**src/design/lmat_fifo.sv**
```systemverilog
// small register queue with count, used between front and back and for results
// depends on nothing; DEPTH must be a power of two
`timescale 1ns / 1ps
`default_nettype none

module lmat_fifo #(
  parameter int WIDTH = 8,
  parameter int DEPTH = 4
) (
  input  wire logic                       clk,
  input  wire logic                       rst,
  input  wire logic                       push,
  input  wire logic [WIDTH-1:0]           wdata,
  output logic                            full,
  input  wire logic                       pop,
  output logic [WIDTH-1:0]                rdata,
  output logic                            empty,
  output logic [$clog2(DEPTH+1)-1:0]      count
);

  localparam int AW = $clog2(DEPTH);
  localparam int CW = $clog2(DEPTH+1);

  logic [WIDTH-1:0] mem [DEPTH];
  logic [AW-1:0]    wptr;
  logic [AW-1:0]    rptr;
  logic             do_push;
  logic             do_pop;

  assign full    = (count == CW'(DEPTH));
  assign empty   = (count == '0);
  assign do_push = push && !full;
  assign do_pop  = pop && !empty;
  assign rdata   = mem[rptr];

  always_ff @(posedge clk) begin
    if (rst) begin
      wptr  <= '0;
      rptr  <= '0;
      count <= '0;
    end else begin
      if (do_push) wptr <= wptr + 1'b1;
      if (do_pop)  rptr <= rptr + 1'b1;
      if (do_push && !do_pop) count <= count + 1'b1;
      else if (do_pop && !do_push) count <= count - 1'b1;
    end
  end

  always_ff @(posedge clk) begin
    if (do_push) mem[wptr] <= wdata;
  end

endmodule

`default_nettype wire

```
**config.mk**
```make
export PLATFORM = sky130hd
export DESIGN_NAME = lmat_fifo
export DESIGN_NICKNAME = d
export VERILOG_FILES = /design/src/design/lmat_fifo.sv
export SDC_FILE = /design/constraint.sdc
export NUM_CORES = 1
export LEC_CHECK = 0
export BUFFER_PORTS_ARGS = -buffer_cell sky130_fd_sc_hd__buf_2
export CAP_MARGIN = 5
export CORE_MARGIN = 2
export CORE_UTILIZATION = 54
export DETAILED_ROUTE_END_ITERATION = 8
export PLACE_DENSITY = 0.76
export SETUP_SLACK_MARGIN = 0.4
export SLEW_MARGIN = 30
export SYNTH_ARGS = -nofsm -noshare
export SYNTH_HDL_FRONTEND = slang
export SYNTH_SLANG_ARGS = --single-unit
export TNS_END_PERCENT = 1
```
**constraint.sdc**
```tcl
create_clock -name clk -period 2.12 [get_ports clk]
set_input_delay 0.106 -clock clk [delete_from_list [all_inputs] [get_ports clk]]
set_output_delay 0.106 -clock clk [all_outputs]
set_load 0.005 [all_outputs]
```
Word level (Yosys, flattened, before mapping). Memories as Yosys holds them, arrays and structs flattened. A register that Yosys moved wholly into a read port is not among the register bits. Index checks and enable logic that the tools add are counted.

Output and inout port bits: 13. Bits in latches: 0. Memories kept: 1. Word-level logic and storage cells: 25. Memory bits (writable): 32. Register bits: 7. ROM bits: 0.

Memories: mem (words 4, width 8, rd ports 1, clocked after memory_dff 1, write ports 1, RTL line 24) `logic [WIDTH-1:0] mem [DEPTH];`.

Add/sub/neg operators: 4. Equality and inequality tests: 1. Bitwise operators: 0. Multiplexer cells: 6. Div/mod/pow operators: 0. $mul: 0. Reduce and logical (&&, ||, !) cells: 10. Shifts and indexed selects: 0. $lt $le $gt $ge: 0.

Operator list (number): $mux 3 (2); $add 2x1->2 const B (2); $logic_and 1x1->1 (4); $logic_not 1->1 (4); $mux 2 (2); $add 3x1->3 const B (1); $eq 3x3->1 const B (1); $logic_not 3->1 (1); $sub 3x1->3 const B (1); $mux 1 (2); $reduce_bool 2->1 (1).

Longest topological paths before layout. Gate-level depths: netlist (run 1).

Word-level depth: 7. Mapped depth: 8.

Worst setup path before layout (run 1). Ideal clock, no wire load.

Path kind: register to register. Start point: reg count[0]. End point: reg count[2]. Stages on the path, launching flop included: 9. Required time: 2.050 ns. Path slack: 0.108 ns. Setup time: 0.070 ns. Arrival time: 1.942 ns. Cells stage by stage: dfxtp_1 > nor3b_2 > nor2_2 > ha_1 > inv_1 > fa_1 > xor2_1 > or3_1 > a21oi_1.

Cells in the longest elaborated chain, start to end: 6. Elaborated cells between the ends (all ways): 15. Those cells by class: add/sub (2); eq/ne (1); mux (2); reduce/logical (10).

RTL lines: start, declared (RTL line 18) `output logic [$clog2(DEPTH+1)-1:0] count`; start signal, assigned (RTL line 44) `if (do_push && !do_pop) count <= count + 1'b1;`; start signal, assigned (RTL line 45) `else if (do_pop && !do_push) count <= count - 1'b1;`; $eq 3x3->1 * (RTL line 30) `assign full = (count == CW'(DEPTH));`; net full (RTL line 14) `output logic full,`; $logic_not 1->1 * (RTL line 32) `assign do_push = push && !full;`; $logic_and 1x1->1 * (RTL line 32); net do_push (RTL line 27) `logic do_push;`; $logic_not 1->1 (RTL line 45); $logic_and 1x1->1 (RTL line 45); $reduce_bool 2->1 (no source line).

Mark *: on every way through the listed nets, which the timed path passes. The rest lies on a longest branch. The select of a mux whose other input is x is not followed. A chain may end at the register's enable or synchronous reset.

Worst setup path after layout (run 1).
Start point: reg count[0]. End point: reg count[2].

Cells in the longest elaborated chain, start to end: 6. Elaborated cells between the ends (all ways): 15. Those cells by class: add/sub (2); eq/ne (1); mux (2); reduce/logical (10).

RTL lines: parallel branches: the longest is 6 deep, another holds $sub 3x1->3.

Several ways; the timed one is not identified. The select of a mux whose other input is x is not followed.

==> results.yml, run 1 <==
synthesis:
  synth_common_cells: "edfxtp_1 (32), dfxtp_1 (9), mux4_2 (8), ha_1 (5), nor2_1 (5)"
  synth_area_leaders: "edfxtp_1 (59%), dfxtp_1 (11%), mux4_2 (11%), ha_1 (3.9%), xor2_1 (2.2%)"
  yosysMostFrequentCell: "edfxtp_1"
  synthArstFlopShare_pct: 0
  synth_seq_area_share_pct: 70.4
  post_synth.cell_area_avg_sq_um: 18.0
  postSynthCellCount: 90
  synth_nets: 108
  yosysTopAreaCellShare_pct: 59.3
  yosysUniqueCellTypes: 22
  syn_area_sq_um: 1620
  synth_ff_type: "edfxtp_1"
  synth_edf_count: 32
  synth_top_area_cell: "edfxtp_1"
  yosys_warnings: 0
  synth-seq-cells: 41
global_routing:
  grt_pass1_vias: 933
  grt_max_degree: 12
  antenna_found_initial: 0
  grt_pass1_wl_microns: 4200
  gr-total-overflow: 0
  grtUsageTotal_pct: 17.4
timing:
  min_period_over_period_pct: 92.4
  clock.fmax_mhz: 511
  setup_viol: 0
  finalCriticalPeriod_ns: 1.96
  worstMarginPinSlew_ns: 0.551
  grt_setup_unrepaired: "true"
  relSlewSlack_pct: 63.2
  slew_viol_final: 0
  fin_setup_tns_ns: 0
  finalHoldViolations: 0
  fin_worst_skew_ns: 0.00337
job:
  cap_viol_max_count: 0
clocking:
  cts_tree: "done"
  clk_latency_ns: 0.33
  clock_sinks: 41
  cts_buffer_depth: 2
  path_clk_slew_ns: 0.11
  cts_root_buf: "clkbuf_4"
  cts_buffers: 5
  htree_num_levels: 2
floorplanning:
  core_area_sq_um: 2810
  start_util_pct: 57.8
  io_pins: 25
  num_rows: 19
  die_w_microns: 58.8
  die_height_microns: 58.8
  fp.dieArea_sq_um: 3450
power_and_ir_drop:
  p_leak_nw: 0.738
  powerDensity_nw_per_um2: 1040
  ir_worst_vdd_v: 0.000735
  p_total_mw: 2.07
setup_path:
  startpoint_type: "register"
  startpoint: "count[0]"
  cp_data_required_time_ns: 2.39
  cp.arrival_ns: 2.23
  crit_buf_inv: 1
  worstSetupEndpointType: "register"
  critPathSlowestCell: "dfxtp_4"
  path_cells: "o31ai_4 -> ha_2 -> inv_1 -> fa_2 -> xor2_1 -> or3_1 -> a21oi_2"
  regToRegStartpoint: "count[0]"
  max_stage_delay_ns: 0.39
  path_class: "reg -> reg"
  path_delay_family: "adder cells"
  crit_fanout: 4
place:
  port_buffers: 24
  gp_congestion: 0.704
  dp_hpwl_microns: 1760
  dp_cells: 143
detailed_routing:
  postRouteWirelength_microns: 2670
  detail_route.iter0.violations: 23
  wl_per_cell_microns: 16.2
  num_vias: 876
  ant_nets: 0
  via_per_inst: 5.31
  drcViolationCount: 4
  dr.pass1.iters: 6
layout:
  fin_cells: 165
  nFillCells: 180
  area_growth_pct: 22.4
  drive_above_1_share_pct: 39.6
  num-nets-final: 151
  n_antenna_cell: 0
hold_path:
  worstHoldStart: "rst"
  hold_class: "in -> reg"
status:
  status: "finished, violations left"
  violations: "DRC"
## path summary, 6_finish.rpt
kind / depth (start not counted) / to / slack (ns)
setup / recovery: 7 / count[2] / 0.16
hold / removal: 2 / count[2] / 0.04
setup reg to reg: 7 / count[2] / 0.16
hold reg to reg: 2 / wptr[1] / 0.52
## stage by stage
step           area [sq um]  setup slack (ns)  hold slack [ns]  utilization [%]
2_1_floorplan          1640             0.228            0.205                -
3_3_place_gp           1790             0.218            0.317             63.9
3_5_place_dp           1790             0.112            0.331             63.9
4_1_cts                1970             0.201           0.0303             70.1
5_1_grt                1980            0.0922           0.0187             70.7
6_report               1980             0.162           0.0423             70.7
## cells by family (layout without fill, tap and decap cells)
kind of cell | after synthesis | after routing | share of synthesized area (%)
DFF | 41 | 41 | 70.4
and+or+nand+nor | 16 | 16 | 5.71
muxes | 10 | 10 | 12.4
buffers and inverters | 7 | 51 | 1.70
adders and majority gates | 6 | 6 | 5.10
AOI/OAI and AO/OA | 6 | 6 | 2.55
xor gates and xnor gates | 4 | 4 | 2.16
## where the power goes
part / internal, mW / switching (mW)
combinational: 0.358 / 0.243
clock: 0.132 / 0.224
sequential: 0.990 / 0.121
## layer usage
layer  up-vias  global-route usage, %  wire length [microns]
li1        426                      -                      -
met1       425                   19.6                   1110
met2        20                   30.2                   1380
met3         5                   5.93                    130
met4         0                   6.82                     43
met5         -                      0                      0
## layout make-up
type                       count  area (sq um)  area share [%]
inverter                       4          15.0           0.757
timing repair buffer          39           253            12.7
multi-input combinational     42           475            24.0
sequential                    41          1150            58.1
clock buffer                   8          48.8            2.46
tap                           31          38.8            1.96
## cells in the final DEF (no fill, tap or decap), drive strengths merged
cell and count:
o31ai 1, nand2b 2, ha 5, or3 2
fa 1, o21ai 2, a21oi 2, edfxtp 32
mux2i 2, clkbuf 8, nor2 6, buf 31
xor2 4, mux4 8, nor3 1, dlygate4sd3 8
nor3b 1, and2 4, inv 4, dfxtp 9
o311ai 1
## sequential cells by signal (all words and copies together), names as in the netlist, named ones only
name   count
count      3
wptr       2
mem       32
rptr       2
## what timing repair did
action / 4_1_cts / 5_1_grt
gates resized for setup: 3 / 1
pin swaps: 3 / 1
setup endpoints to repair: 10 / 10
endpoints found under the hold margin: 32 / 0
hold buffers: 8 / 0
cloned: 0 / 0
setup buffers: 4 / 2
Note: power is estimated with default switching activity, not from simulation.
==> inputs of run 2 (changes only) <==
--- a/constraint.sdc
+++ b/constraint.sdc
@@ -3,2 +3,2 @@
 set_output_delay 0.106 -clock clk [all_outputs]
-set_load 0.005 [all_outputs]
+set_load 0.01 [all_outputs]
==> run 2 against run 1 <==
Net effect:
- the run still ends with DRC left
- sequential share of layout area is 0.41 points lower
- hold slack worse by 0.015 ns
- total power is 7.3% higher
- clock power is 33% higher
- non-clock buffer count is 1 lower
- register-to-register slack better by 0.02 ns
- final cell count is 0.61% lower
- global-route usage is 0.32 points lower
- core utilization is 0.58 points higher
==> results.yml, run 2 (synthesis gave the netlist of run 1 again) <==
status:
  status: "finished, violations left"
  violations: "DRC"
power_and_ir_drop:
  p_total_mw: 2.22
  switching_share_pct: 28.3
  p_leak_nw: 0.747
  power_frac_seq_pct: 50.0
  p_int_mw: 1.59
  powerDensity_nw_per_um2: 1110
  ir_worst_vdd_v: 0.000908
  clockPowerShare_pct: 21.3
  net-switching-power_mw: 0.628
  combPwrFrac_pct: 28.7
clocking:
  path_clk_slew_ns: 0.11
  cts_buffer_depth: 2
  cts_root_buf: "clkbuf_4"
  htree_num_levels: 2
  clock_sinks: 41
  clk_latency_ns: 0.33
  cts_tree: "done"
  cts_buffers: 5
timing:
  slew_viol_final: 0
  worstMarginPinSlew_ns: 0.448
  fin_worst_skew_ns: 0.00618
  grt_setup_unrepaired: "true"
  finalWorstSetupSlack_ns: 0.183
  finalCriticalPeriod_ns: 1.94
  min_period_over_period_pct: 91.4
  setup_viol: 0
  relSlewSlack_pct: 70.1
  holdWs_ns: 0.0275
  fin_setup_tns_ns: 0
  finalHoldViolations: 0
  clock.fmax_mhz: 516
setup_path:
  startpoint_type: "register"
  worstSetupEndpointType: "register"
  reg2reg_depth: 7
  cp.arrival_ns: 2.21
  path_class: "reg -> reg"
  reg2reg_slack_ns: 0.18
  r2r_end: "count[2]"
  crit_fanout: 4
  regToRegStartpoint: "count[0]"
  cp_data_required_time_ns: 2.39
detailed_routing:
  drcViolationCount: 3
  detail_route.iter0.violations: 21
  postRouteWirelength_microns: 2560
  dr.pass1.iters: 6
  wl_per_cell_microns: 15.6
  num_vias: 895
  ant_nets: 0
  via_per_inst: 5.46
layout:
  n_antenna_cell: 0
  top_regs: "mem: 32 flops, count: 3 flops"
  fin_area_sq_um: 2000
  final_cell_mix: "edfxtp_1 (32), buf_2 (24), mux4_2 (8), dlygate4sd3_1 (8), buf_4 (6)"
  drive_above_1_share_pct: 39.8
  num-nets-final: 150
  final_util_pct: 71.3
  mostFrequentLayoutCell: "edfxtp_1"
  fin_cells: 164
  largest_reg_flops: 32
  area_growth_pct: 23.4
  largest-register: "mem"
  nFillCells: 191
floorplanning:
  start_util_pct: 57.8
  num_rows: 19
  io_pins: 25
  die_w_microns: 58.8
  die_height_microns: 58.8
  fp.dieArea_sq_um: 3450
  core_area_sq_um: 2810
global_routing:
  grt_max_degree: 13
  antenna_found_initial: 0
  grtUsageTotal_pct: 17.0
  grt_pass1_wl_microns: 4130
  grt_pass1_vias: 929
  gr-total-overflow: 0
place:
  dp_cells: 143
  dp_hpwl_microns: 1740
  port_buffers: 24
  gp_congestion: 0.687
  postPlaceCellArea_sq_um: 1790
  dp_slack_ns: 0.100
hold_path:
  worstHoldEndpoint: "count[2]"
  worstHoldStart: "rst"
  hold_depth: 2
  hold_class: "in -> reg"
job:
  cap_viol_max_count: 0
## run 2: changes by cell type in the layout (fill, tap and decap cells not counted)
cell,delta
clkbuf_1,-2
a21oi_1,+1
a21oi_2,-1
buf_4,-1
bufinv_16,+1
clkinv_1,+1
dfxtp_1,-1
dfxtp_2,+1
## run 2: worst max-delay path by stage
stage | startpoint | to | slack [ns] | cells past startpoint
after floorplan | count[2] | count[2] | 0.21 | 8
after global placement | count[0] | count[2] | 0.22 | 7
after detailed placement | count[0] | count[2] | 0.10 | 7
after CTS | count[1] | count[2] | 0.20 | 8
after global routing | count[0] | count[2] | 0.09 | 7
final | count[0] | count[2] | 0.18 | 7
## run 2: what timing repair did
item | CTS | global route
pin swaps | 2 | 1
hold buffers | 8 | 0
endpoints found under the hold margin | 32 | 0
setup buffers | 5 | 0
gates resized for setup | 2 | 1
setup endpoints to repair | 10 | 10
## run 2: layout make-up
type	count	area [sq um]	area share, %
Sequential cell	41	1150	57.7
Timing Repair Buffer	38	245	12.3
Clock buffer	6	41.3	2.07
Tap cell	31	38.8	1.94
Inverter	4	15.0	0.751
Clock inverter	2	33.8	1.69
Multi-Input combinational cell	42	472	23.6
## run 2: worst max-delay path: stages, from the launching register on
cell and delay, ns:
dfxtp_4 0.38, o31ai_4 0.27, ha_2 0.23, inv_1 0.05
fa_2 0.34, xor2_1 0.17, or3_1 0.31, a21oi_1 0.11
## run 2: power groups by stage
stage | clock [mW] | combinational (mW) | sequential [mW]
2_1_floorplan | 0 | 0.421 | 1.08
3_3_place_gp | 0 | 0.543 | 1.13
3_5_place_dp | 0 | 0.563 | 1.14
4_1_cts | 0.490 | 0.640 | 1.11
5_1_grt | 0.524 | 0.702 | 1.13
6_report | 0.473 | 0.636 | 1.11
## run 2: routing by layer
layer	part of all wire (%)	track usage, %	wire length, microns	up-vias
met5	0	0	0	-
met4	1.1	5.84	27	0
met3	5.1	5.93	130	4
met2	53	29.4	1360	26
met1	41	19.8	1040	440
li1	-	-	-	425
