==> config.mk <==
export PLATFORM = sky130hd
export DESIGN_NAME = lmat_front
export DESIGN_NICKNAME = d
export VERILOG_FILES = /design/src/design/lmat_pkg.sv /design/src/design/lmat_front.sv
export SDC_FILE = /design/constraint.sdc
export NUM_CORES = 1
export LEC_CHECK = 0
export BUFFER_PORTS_ARGS = -buffer_cell sky130_fd_sc_hd__buf_2
export CAP_MARGIN = 30
export CORE_MARGIN = 2
export CORE_UTILIZATION = 55
export CTS_BUF_LIST = sky130_fd_sc_hd__clkbuf_8
export DETAILED_ROUTE_END_ITERATION = 10
export PLACE_DENSITY = 0.86
export RECOVER_POWER = 100
export SLEW_MARGIN = 20
export SYNTH_ARGS = -nofsm -noshare
export SYNTH_HDL_FRONTEND = slang
export SYNTH_SLANG_ARGS = --single-unit
export TNS_END_PERCENT = 20
==> constraint.sdc <==
create_clock -name clk -period 13.6 [get_ports clk]
set_clock_uncertainty 0.05 [all_clocks]
set_input_delay 0.68 -clock clk [delete_from_list [all_inputs] [get_ports clk]]
set_output_delay 0.68 -clock clk [all_outputs]
set_load 0.005 [all_outputs]
==> src/design/lmat_pkg.sv <==
// shared types and constants for the local mean adaptive threshold block
// no dependencies; imported by every module of the block except lmat_fifo
`timescale 1ns / 1ps
`default_nettype none

package lmat_pkg;

  // widest column index and line ring pointer any parameter setting can need
  localparam int COL_MAX_W  = 12;
  localparam int RING_MAX_W = 5;
  localparam int MAX_HEIGHT = 1024;

  // register map, index = byte address / 4
  localparam logic [1:0] REG_FRAME_WIDTH  = 2'd0;
  localparam logic [1:0] REG_FRAME_HEIGHT = 2'd1;
  localparam logic [1:0] REG_RADIUS       = 2'd2;
  localparam logic [1:0] REG_FACTOR       = 2'd3;

  localparam logic MODE_PIXEL = 1'b0;
  localparam logic MODE_FLUSH = 1'b1;

  typedef struct packed {
    logic       mode;
    logic [7:0] pixel_in;
  } in_item_t;

  typedef struct packed {
    logic [7:0] pixel_out;
    logic       was_zeroed;
    logic       frame_last;
  } out_item_t;

  // effective (clamped) configuration
  typedef struct packed {
    logic [10:0] width;
    logic [10:0] height;
    logic [2:0]  n;
    logic [9:0]  factor;
  } cfg_t;

  // one classified transaction handed from front to back
  typedef struct packed {
    logic                  wr;
    logic [7:0]            pix;
    logic [COL_MAX_W-1:0]  col;
    logic [RING_MAX_W-1:0] wr_row;
    logic                  ir_zero;
    logic                  old_en;
    logic [RING_MAX_W-1:0] old_row;
    logic                  col_first;
    logic                  col_sub;
    logic                  emit;
    logic [RING_MAX_W-1:0] out_row;
    logic [COL_MAX_W-1:0]  out_col;
    logic                  interior;
    logic                  last;
    logic                  fwd;
  } cmd_t;

endpackage

`default_nettype wire

==> src/design/lmat_front.sv <==
// front end: accepts pixel and flush transactions, tracks frame position
// depends on lmat_pkg; emits one cmd_t per transaction that needs back-end work
`timescale 1ns / 1ps
`default_nettype none

module lmat_front import lmat_pkg::*; #(
  parameter int MAX_WIDTH  = 1024,
  parameter int MAX_RADIUS = 7
) (
  input  wire logic     clk,
  input  wire logic     rst,
  input  wire logic     restart,
  input  wire cfg_t     cfg,
  input  wire logic     accept,
  input  wire in_item_t item,
  output logic          cmd_push,
  output cmd_t          cmd
);

  localparam int COL_W  = $clog2(MAX_WIDTH);
  localparam int RING   = 2 * MAX_RADIUS + 2;
  localparam int RING_W = $clog2(RING);

  logic [9:0]        ir, ir_c;
  logic [COL_W-1:0]  ic, ic_c;
  logic [RING_W-1:0] ir_ring, ir_ring_c;
  logic [9:0]        orow, orow_c;
  logic [COL_W-1:0]  ocol, ocol_c;
  logic [RING_W-1:0] or_ring, or_ring_c;
  logic [13:0]       pend, pend_c;
  logic              frame_done;

  logic              is_pixel;
  logic              new_frame;
  logic              emit;
  logic [13:0]       lag;
  logic [3:0]        two_n;
  logic [3:0]        side;
  logic [RING_W:0]   old_t;
  logic [RING_W-1:0] old_row;
  logic [COL_W:0]    ic_inc;
  logic [10:0]       ir_inc;
  logic [COL_W:0]    oc_inc;
  logic [10:0]       or_inc;
  logic              row_wrap, frame_wrap;
  logic              orow_wrap, oframe_wrap;
  logic              interior;
  logic              last;

  always_comb begin
    is_pixel  = (item.mode == MODE_PIXEL);
    new_frame = is_pixel && frame_done;
    ir_c      = new_frame ? '0 : ir;
    ic_c      = new_frame ? '0 : ic;
    ir_ring_c = new_frame ? '0 : ir_ring;
    orow_c    = new_frame ? '0 : orow;
    ocol_c    = new_frame ? '0 : ocol;
    or_ring_c = new_frame ? '0 : or_ring;
    pend_c    = new_frame ? '0 : pend;

    lag   = ({11'd0, cfg.n} * {3'd0, cfg.width}) + {11'd0, cfg.n};
    two_n = {cfg.n, 1'b0};
    side  = two_n + 4'd1;

    // ring slot of the row that drops out of the column sums
    old_t   = {1'b0, ir_ring_c} + (RING_W+1)'(RING) - (RING_W+1)'(side);
    old_row = (old_t >= (RING_W+1)'(RING)) ? RING_W'(old_t - (RING_W+1)'(RING))
                                           : RING_W'(old_t);

    emit = is_pixel ? (pend_c >= lag) : (frame_done && (pend != '0));

    interior = (13'(orow_c) >= 13'(cfg.n)) &&
               ((13'(orow_c) + 13'(cfg.n)) < 13'(cfg.height)) &&
               (13'(ocol_c) >= 13'(cfg.n)) &&
               ((13'(ocol_c) + 13'(cfg.n)) < 13'(cfg.width));
    last = (13'(orow_c) == 13'(cfg.height) - 13'd1) &&
           (13'(ocol_c) == 13'(cfg.width) - 13'd1);

    ic_inc     = {1'b0, ic_c} + 1'b1;
    ir_inc     = {1'b0, ir_c} + 11'd1;
    row_wrap   = (13'(ic_inc) >= 13'(cfg.width));
    frame_wrap = row_wrap && (ir_inc >= cfg.height);

    oc_inc      = {1'b0, ocol_c} + 1'b1;
    or_inc      = {1'b0, orow_c} + 11'd1;
    orow_wrap   = (13'(oc_inc) >= 13'(cfg.width));
    oframe_wrap = orow_wrap && (or_inc >= cfg.height);

    cmd_push = accept && (is_pixel || emit);

    cmd.wr        = is_pixel;
    cmd.pix       = item.pixel_in;
    cmd.col       = COL_MAX_W'(ic_c);
    cmd.wr_row    = RING_MAX_W'(ir_ring_c);
    cmd.ir_zero   = (ir_c == '0);
    cmd.old_en    = (11'(ir_c) > 11'(two_n));
    cmd.old_row   = RING_MAX_W'(old_row);
    cmd.col_first = (ic_c == '0);
    cmd.col_sub   = (13'(ic_c) > 13'(two_n));
    cmd.emit      = emit;
    cmd.out_row   = RING_MAX_W'(or_ring_c);
    cmd.out_col   = COL_MAX_W'(ocol_c);
    cmd.interior  = interior;
    cmd.last      = last;
    cmd.fwd       = (lag == '0);
  end

  always_ff @(posedge clk) begin
    if (rst || restart) begin
      ir <= '0; ic <= '0; ir_ring <= '0;
      orow <= '0; ocol <= '0; or_ring <= '0;
      pend <= '0; frame_done <= 1'b0;
    end else if (accept && (is_pixel || emit)) begin
      if (is_pixel) begin
        frame_done <= frame_wrap;
        if (!row_wrap) begin
          ic <= ic_inc[COL_W-1:0];
          ir <= ir_c; ir_ring <= ir_ring_c;
        end else if (frame_wrap) begin
          ic <= '0; ir <= '0; ir_ring <= '0;
        end else begin
          ic <= '0;
          ir <= ir_inc[9:0];
          ir_ring <= (ir_ring_c == RING_W'(RING - 1)) ? '0 : ir_ring_c + 1'b1;
        end
        pend <= emit ? pend_c : pend_c + 14'd1;
      end else begin
        pend <= pend - 14'd1;
      end
      if (emit) begin
        if (!orow_wrap) begin
          ocol <= oc_inc[COL_W-1:0];
          orow <= orow_c; or_ring <= or_ring_c;
        end else if (oframe_wrap) begin
          ocol <= '0; orow <= '0; or_ring <= '0;
        end else begin
          ocol <= '0;
          orow <= or_inc[9:0];
          or_ring <= (or_ring_c == RING_W'(RING - 1)) ? '0 : or_ring_c + 1'b1;
        end
      end else begin
        ocol <= ocol_c; orow <= orow_c; or_ring <= or_ring_c;
      end
    end
  end

endmodule

`default_nettype wire

---- After elaboration in Yosys (flattened, before gate mapping) ----
Index checks and enable logic that the tools add are counted.
word-level totals
  register bits ........................... 63
  word-level logic and storage cells ...... 85
cells by class
  $add $sub $neg .......................... 17
  $mul .................................... 1
  $lt $le $gt $ge ......................... 12
  equality and inequality tests ........... 4
  mux-type cells .......................... 26
  bitwise operators ....................... 1
  reductions and logical operators ........ 16
operator list
  kind                                                                  number
  10-bit 2-to-1 mux                                                     12
  10-bit by 1-bit adder with 11-bit output, second input constant       4
  11-bit greater-or-equal comparator                                    4
  14-bit 2-to-1 mux                                                     3
  4-bit 2-to-1 mux                                                      10
  10-bit by 13-bit == test with 1-bit output                            2
  11-bit by 1-bit subtractor with 12-bit output, second input constant  2
  10-bit by 3-bit adder with 11-bit output                              2
  11-bit < comparator                                                   2
  10-bit by 3-bit greater-or-equal comparator with 1-bit output         2
  10-bit by 4-bit > comparator with 1-bit output                        2
  10-bit logical NOT                                                    2
  14-bit by 1-bit adder with 14-bit output, second input constant       1
  14-bit by 3-bit adder with 14-bit output                              1
  14-bit greater-or-equal comparator                                    1
  14-bit logical NOT                                                    1
  3-bit by 11-bit multiplier with 14-bit output                         1
  14-bit nonzero test                                                   1
  14-bit by 1-bit subtractor with 14-bit output, second input constant  1
  4-bit by 1-bit adder with 4-bit output, second input constant         3
  1-bit logical AND                                                     9
  4-bit == test, second input constant                                  2
  4-bit by 5-bit adder with 5-bit output, second input constant         1
  5-bit greater-or-equal comparator, second input constant              1
  6 further kinds                                                       7

---- Longest topological paths before layout ----
  depth after elaboration ................. 9
  mapped depth ............................ 24

---- Worst setup path before layout ----
No wires, ideal clock.
  path kind ............................... input port to output port
  start point ............................. input cfg[24] (netlist name)
  end point ............................... output cmd[20] (netlist name)
  data arrival time ....................... 4.787 ns
  data required time ...................... 12.870 ns
  path slack .............................. 8.083 ns
  stages .................................. 19
  path buffers ............................ 1
  cell sequence ........................... nand2_1 > fa_1 > inv_1 > fa_1 > fa_1 > a21o_1 > a2111oi_2 > nor3_1 > a21o_1 > a21oi_1 > xor2_1 > ha_1 > a211oi_1 > nor2_1 > nor4_2 > o211ai_2 > nand2_4 > inv_4 > buf_4
between the ends
  cells in the longest elaborated chain, start to end .. 4
RTL lines
  what                                           RTL line          source
  start, declared                                lmat_front.sv:13  input wire cfg_t cfg,
  3-bit by 11-bit multiplier with 14-bit output  lmat_front.sv:61  lag = ({11'd0, cfg.n} * {3'd0, cfg.width}) + {11'd0, cfg.n};
  14-bit by 3-bit adder with 14-bit output       lmat_front.sv:61
  14-bit greater-or-equal comparator             lmat_front.sv:70  emit = is_pixel ? (pend_c >= lag) : (frame_done && (pend != '0));
  1-bit 2-to-1 mux                               lmat_front.sv:70
  end, declared                                  lmat_front.sv:17  output cmd_t cmd
Every way passes these cells.

---- Final worst setup path ----
  start point ............................. input item[8] (netlist name)
  end point ............................... register ocol[8]
between the ends
  cells in the longest elaborated chain, start to end .. 7
  elaborated cells between the ends (all ways) .. 12
  those cells by class .................... add/sub: 1; order compare: 2; mux: 5; bitwise: 1; reduce/logical: 3
RTL lines
  what                                                                                                   RTL line                              source
  start, declared                                                                                        lmat_front.sv:15                      input wire in_item_t item,
  1-bit NOT (no source line)                                                                             -
  1-bit logical AND                                                                                      lmat_front.sv:52                      new_frame = is_pixel && frame_done;
  10-bit 2-to-1 mux / 14-bit 2-to-1 mux (equally long branches)                                          lmat_front.sv:57, lmat_front.sv:59
  10-bit by 1-bit adder with 11-bit output / 14-bit greater-or-equal comparator (equally long branches)  lmat_front.sv:84, lmat_front.sv:70
  11-bit greater-or-equal comparator / 1-bit 2-to-1 mux (equally long branches)                          lmat_front.sv:86, lmat_front.sv:70
  10-bit 2-to-1 mux / 1-bit logical OR (equally long branches)                                           lmat_front.sv:131, lmat_front.sv:113
  10-bit 2-to-1 mux / 1-bit logical AND (equally long branches)                                          lmat_front.sv:130, lmat_front.sv:113
  end signal, assigned                                                                                   lmat_front.sv:132                     ocol <= oc_inc[COL_W-1:0];
  end signal, assigned                                                                                   lmat_front.sv:142                     ocol <= ocol_c; orow <= orow_c; or_ring <= or_ring_c;
  end, declared                                                                                          lmat_front.sv:28                      logic [COL_W-1:0] ocol, ocol_c;
Parallel ways exist; a longest one is shown, timed or not.
A chain may end at the register's enable or synchronous reset.

==> metrics.yaml <==
min_path:
  whs_path_depth: 2
  min_from: "ic[7]"
  min_path_type: "reg -> reg"
  hold_end: "ic[7]"
sta:
  layout_setup_ws_ns: 5.15
  slew-limit-headroom: -0.631
  fin_crit_ns: 8.45
  hold_violations: 0
  finalMaxSlewViolations: 103
  clock.fmax_ghz: 0.118
  worst_pin_slew_ns: 2.45
  setup_viol: 0
  rsz0062_at_grt: "no"
  finalSetupTns_ns: 0
  fin_crit_sh: 0.621
logic_synthesis:
  synth_area_leaders: "ha_1 19%, dfxtp_1 14%, xnor2_1 6.2%, nand2_1 5.3%, nor2_1 4.2%"
  synth_cell_types: 84
  synth_edf_count: 0
  ys_warn_count: 0
  ys_seq_area_frac: 0.144
  syn_area_per_cell_sq_um: 7.55
  synth-seq-cells: 63
  async_flop_share: 0
  ys.flop_type: "dfxtp_1"
  syn_inst: 1164
  synth_top_area_share: 0.194
  synthTopCellsByCount: "136 x ha_1, 123 x nand2_1, 98 x nor2_1"
  yosysMostFrequentCell: "ha_1"
  yosysTopAreaCell: "ha_1"
  syn_area_sq_um: 8780
setup_path:
  r2r_end: "ocol[8]"
  crit_slowest_cell: "clkbuf_1"
  path_cells: "clkbuf_1 -> nand2b_1 -> clkbuf_1 -> nand2_1 -> inv_1 -> ha_1 -> nand4_1 -> nor3_1 -> and3_1 -> ha_1 -> nand4_1 -> o21ai_0 -> a31oi_1 -> o31ai_1 -> a211oi_1 -> a31oi_1 -> o21ai_0"
  worstSetupPathDepth: 17
  cp-end-kind: "flop"
  cp_data_required_time_ns: 13.85
  path_delay_family: "buffers and inverters"
  critical_path_class: "in -> reg"
  r2r-start: "frame_done"
  cp-start-kind: "input pin"
  worstRegToRegCells: 16
  critical_path_arrival_ns: 8.69
  r2r_slack_ns: 5.80
  cp_max_fo: 53
  cpPeakStageDelay_ns: 1.81
  cp_num_buf_inv: 3
floorplan:
  die_y_um: 130
  die_w_um: 130
  coreArea_sq_um: 15800
  io_pins: 105
  dieArea_sq_um: 17000
  fp-row-count: 46
  initial_utilization: 0.557
pwr:
  seq_power_share: 0.333
  leakage_nw: 4.34
  ir_drop_mv: 0.0633
  internal-power_uw: 364
  p_sw_frac: 0.358
  p_switching_uw: 203
  clkPwrFrac: 0.340
  comb_power_share: 0.327
  p_per_area_nw_per_um2: 61.0
layout:
  fin_cells: 1413
  regArea_sq_um: 1260
  nets: 1390
  antenna_cells: 0
  fill_cells: 1425
  multiInputGateArea_sq_um: 6830
  area_growth_pct: 5.73
  layout-drive-gt1-share: 0.0760
global_route:
  grt_max_degree: 54
  grt_first_pass_wirelength_mm: 40.8
  antenna_found_initial: 0
  grt_usage: 0.299
  grt-ovfl-total: 0
  grt_pass1_vias: 8200
clocking:
  ctsResizeCount: 0
  ctsHoldBuffers: 0
  clkLatencyLatePin_ns: 0.37
  cts_tree: "yes"
  root_buffer: "clkbuf_8"
  cts.path.max_buffers: 2
  cts.clk_slew.worst_paths_ns: 0.07
  clock_sinks: 63
  numCtsBuffers: 9
  htreeDepth: 3
  postCtsSetupRepairBufs: 0
outcome:
  status: "finished, violations left"
  failed_checks: "capacitance limit, slew limit"
flow_run:
  maxCapViolCount: 3
detailed_routing:
  drc: 0
  drt_first_pass_iters: 6
  vias: 9001
  wire_per_inst_um: 17.8
  viasPerCell: 6.37
  antenna_left: 0
  drt-initial-drc-count: 857
  routed_wl_mm: 25.2
placed_design:
  gp_congestion: 0.981
  place_ws_ns: 6.93
  io_buffers: 71
  dp_hpwl_mm: 19.2
  dp_cells: 1397
[sequential cells by signal (all words and copies together) (netlist names)]
signal	count
ir	10
ic	10
or_ring	4
orow	10
pend	14
ocol	10
ir_ring	4
frame_done	1
[worst register-to-register path, cell delays in order, from the launching register on]
cell and delay [ns]:
dfxtp_1 0.44, nand2b_1 0.74, clkbuf_1 1.81, nand2_1 0.44
inv_1 0.32, ha_1 0.28, nand4_1 0.19, nor3_1 0.60
and3_1 0.26, ha_1 0.26, nand4_1 0.14, o21ai_0 0.10
a31oi_1 0.19, o31ai_1 0.16, a211oi_1 1.32, a31oi_1 0.18
o21ai_0 0.24
[kinds of logic after synthesis]
family	synth area share
buffers and inverters	0.0775
other	0.000427
AO/OA/AOI/OAI	0.208
XOR/XNOR	0.0857
adder cells (fa/ha/maj)	0.226
multiplexers	0.00926
AND/OR/NAND/NOR	0.250
flip-flops	0.144
[power by group through the flow]
| stage | sequential, mW | clock (mW) | combinational [mW] |
|---|---|---|---|
| 5_1_grt | 0.189 | 0.202 | 0.205 |
| 2_1_floorplan | 0.192 | 0 | 0.137 |
| 6_report | 0.189 | 0.193 | 0.185 |
| 3_5_place_dp | 0.193 | 0 | 0.181 |
| 3_3_place_gp | 0.193 | 0 | 0.175 |
| 4_1_cts | 0.189 | 0.194 | 0.183 |
[per-layer routing]
metal | track usage | wire (um) | up-vias
met5 | 0 | 0 | -
met4 | 0.131 | 979 | 0
met3 | 0.0485 | 2330 | 90
met2 | 0.457 | 10800 | 461
met1 | 0.417 | 11200 | 4230
li1 | - | - | 4220
[how the worst max path moves through the flow]
stage / end / slack [ns] / start
global placement: ocol[0] / 7.02 / cfg[12]
CTS: cmd[20] / 7.03 / cfg[12]
floorplan: cmd[20] / 8.08 / cfg[24]
global route: ocol[6] / 4.59 / item[8]
detailed placement: ocol[0] / 6.93 / cfg[12]
finish: ocol[8] / 5.15 / item[8]
[through the flow]
stage           util  total power, mW  hold WS (ns)  area, sq um
2_1_floorplan      -            0.329         0.377         8810
3_3_place_gp   0.579            0.368         0.386         9130
3_5_place_dp   0.579            0.374         0.398         9140
4_1_cts        0.594            0.565         0.409         9370
5_1_grt        0.589            0.596         0.428         9290
6_report       0.589            0.567         0.404         9290
[cell usage in the layout (no fill, tap or decap), types with 6 or more instances in the layout]
cell type	instances
ha_1	136
nand2_1	124
nor2_1	98
inv_1	82
a21oi_1	70
dfxtp_1	63
xnor2_1	62
o21ai_0	53
buf_2	52
nand3_1	43
nor3_1	35
xor2_1	24
nand4_1	22
a21o_1	20
clkbuf_1	20
a22o_1	17
nor4_1	16
or3_1	15
fa_1	14
and3_1	13
and2_0	12
nand2b_1	11
a31oi_1	11
and2_1	10
a211oi_1	10
clkbuf_8	10
o211ai_1	8
a32o_1	8
mux2i_1	7
o2111ai_1	7
nor2b_1	7
conb_1	7
and4_1	6
[cell type report]
cell class / instances / share of cell area
multi-input cells: 953 / 0.735
clock buffers: 10 / 0.0148
repair buffers: 77 / 0.0392
inverters: 88 / 0.0357
clock inverters: 6 / 0.00997
well taps: 216 / 0.0291
flip-flops and latches: 63 / 0.136
Power figures use the tool's default switching activity.
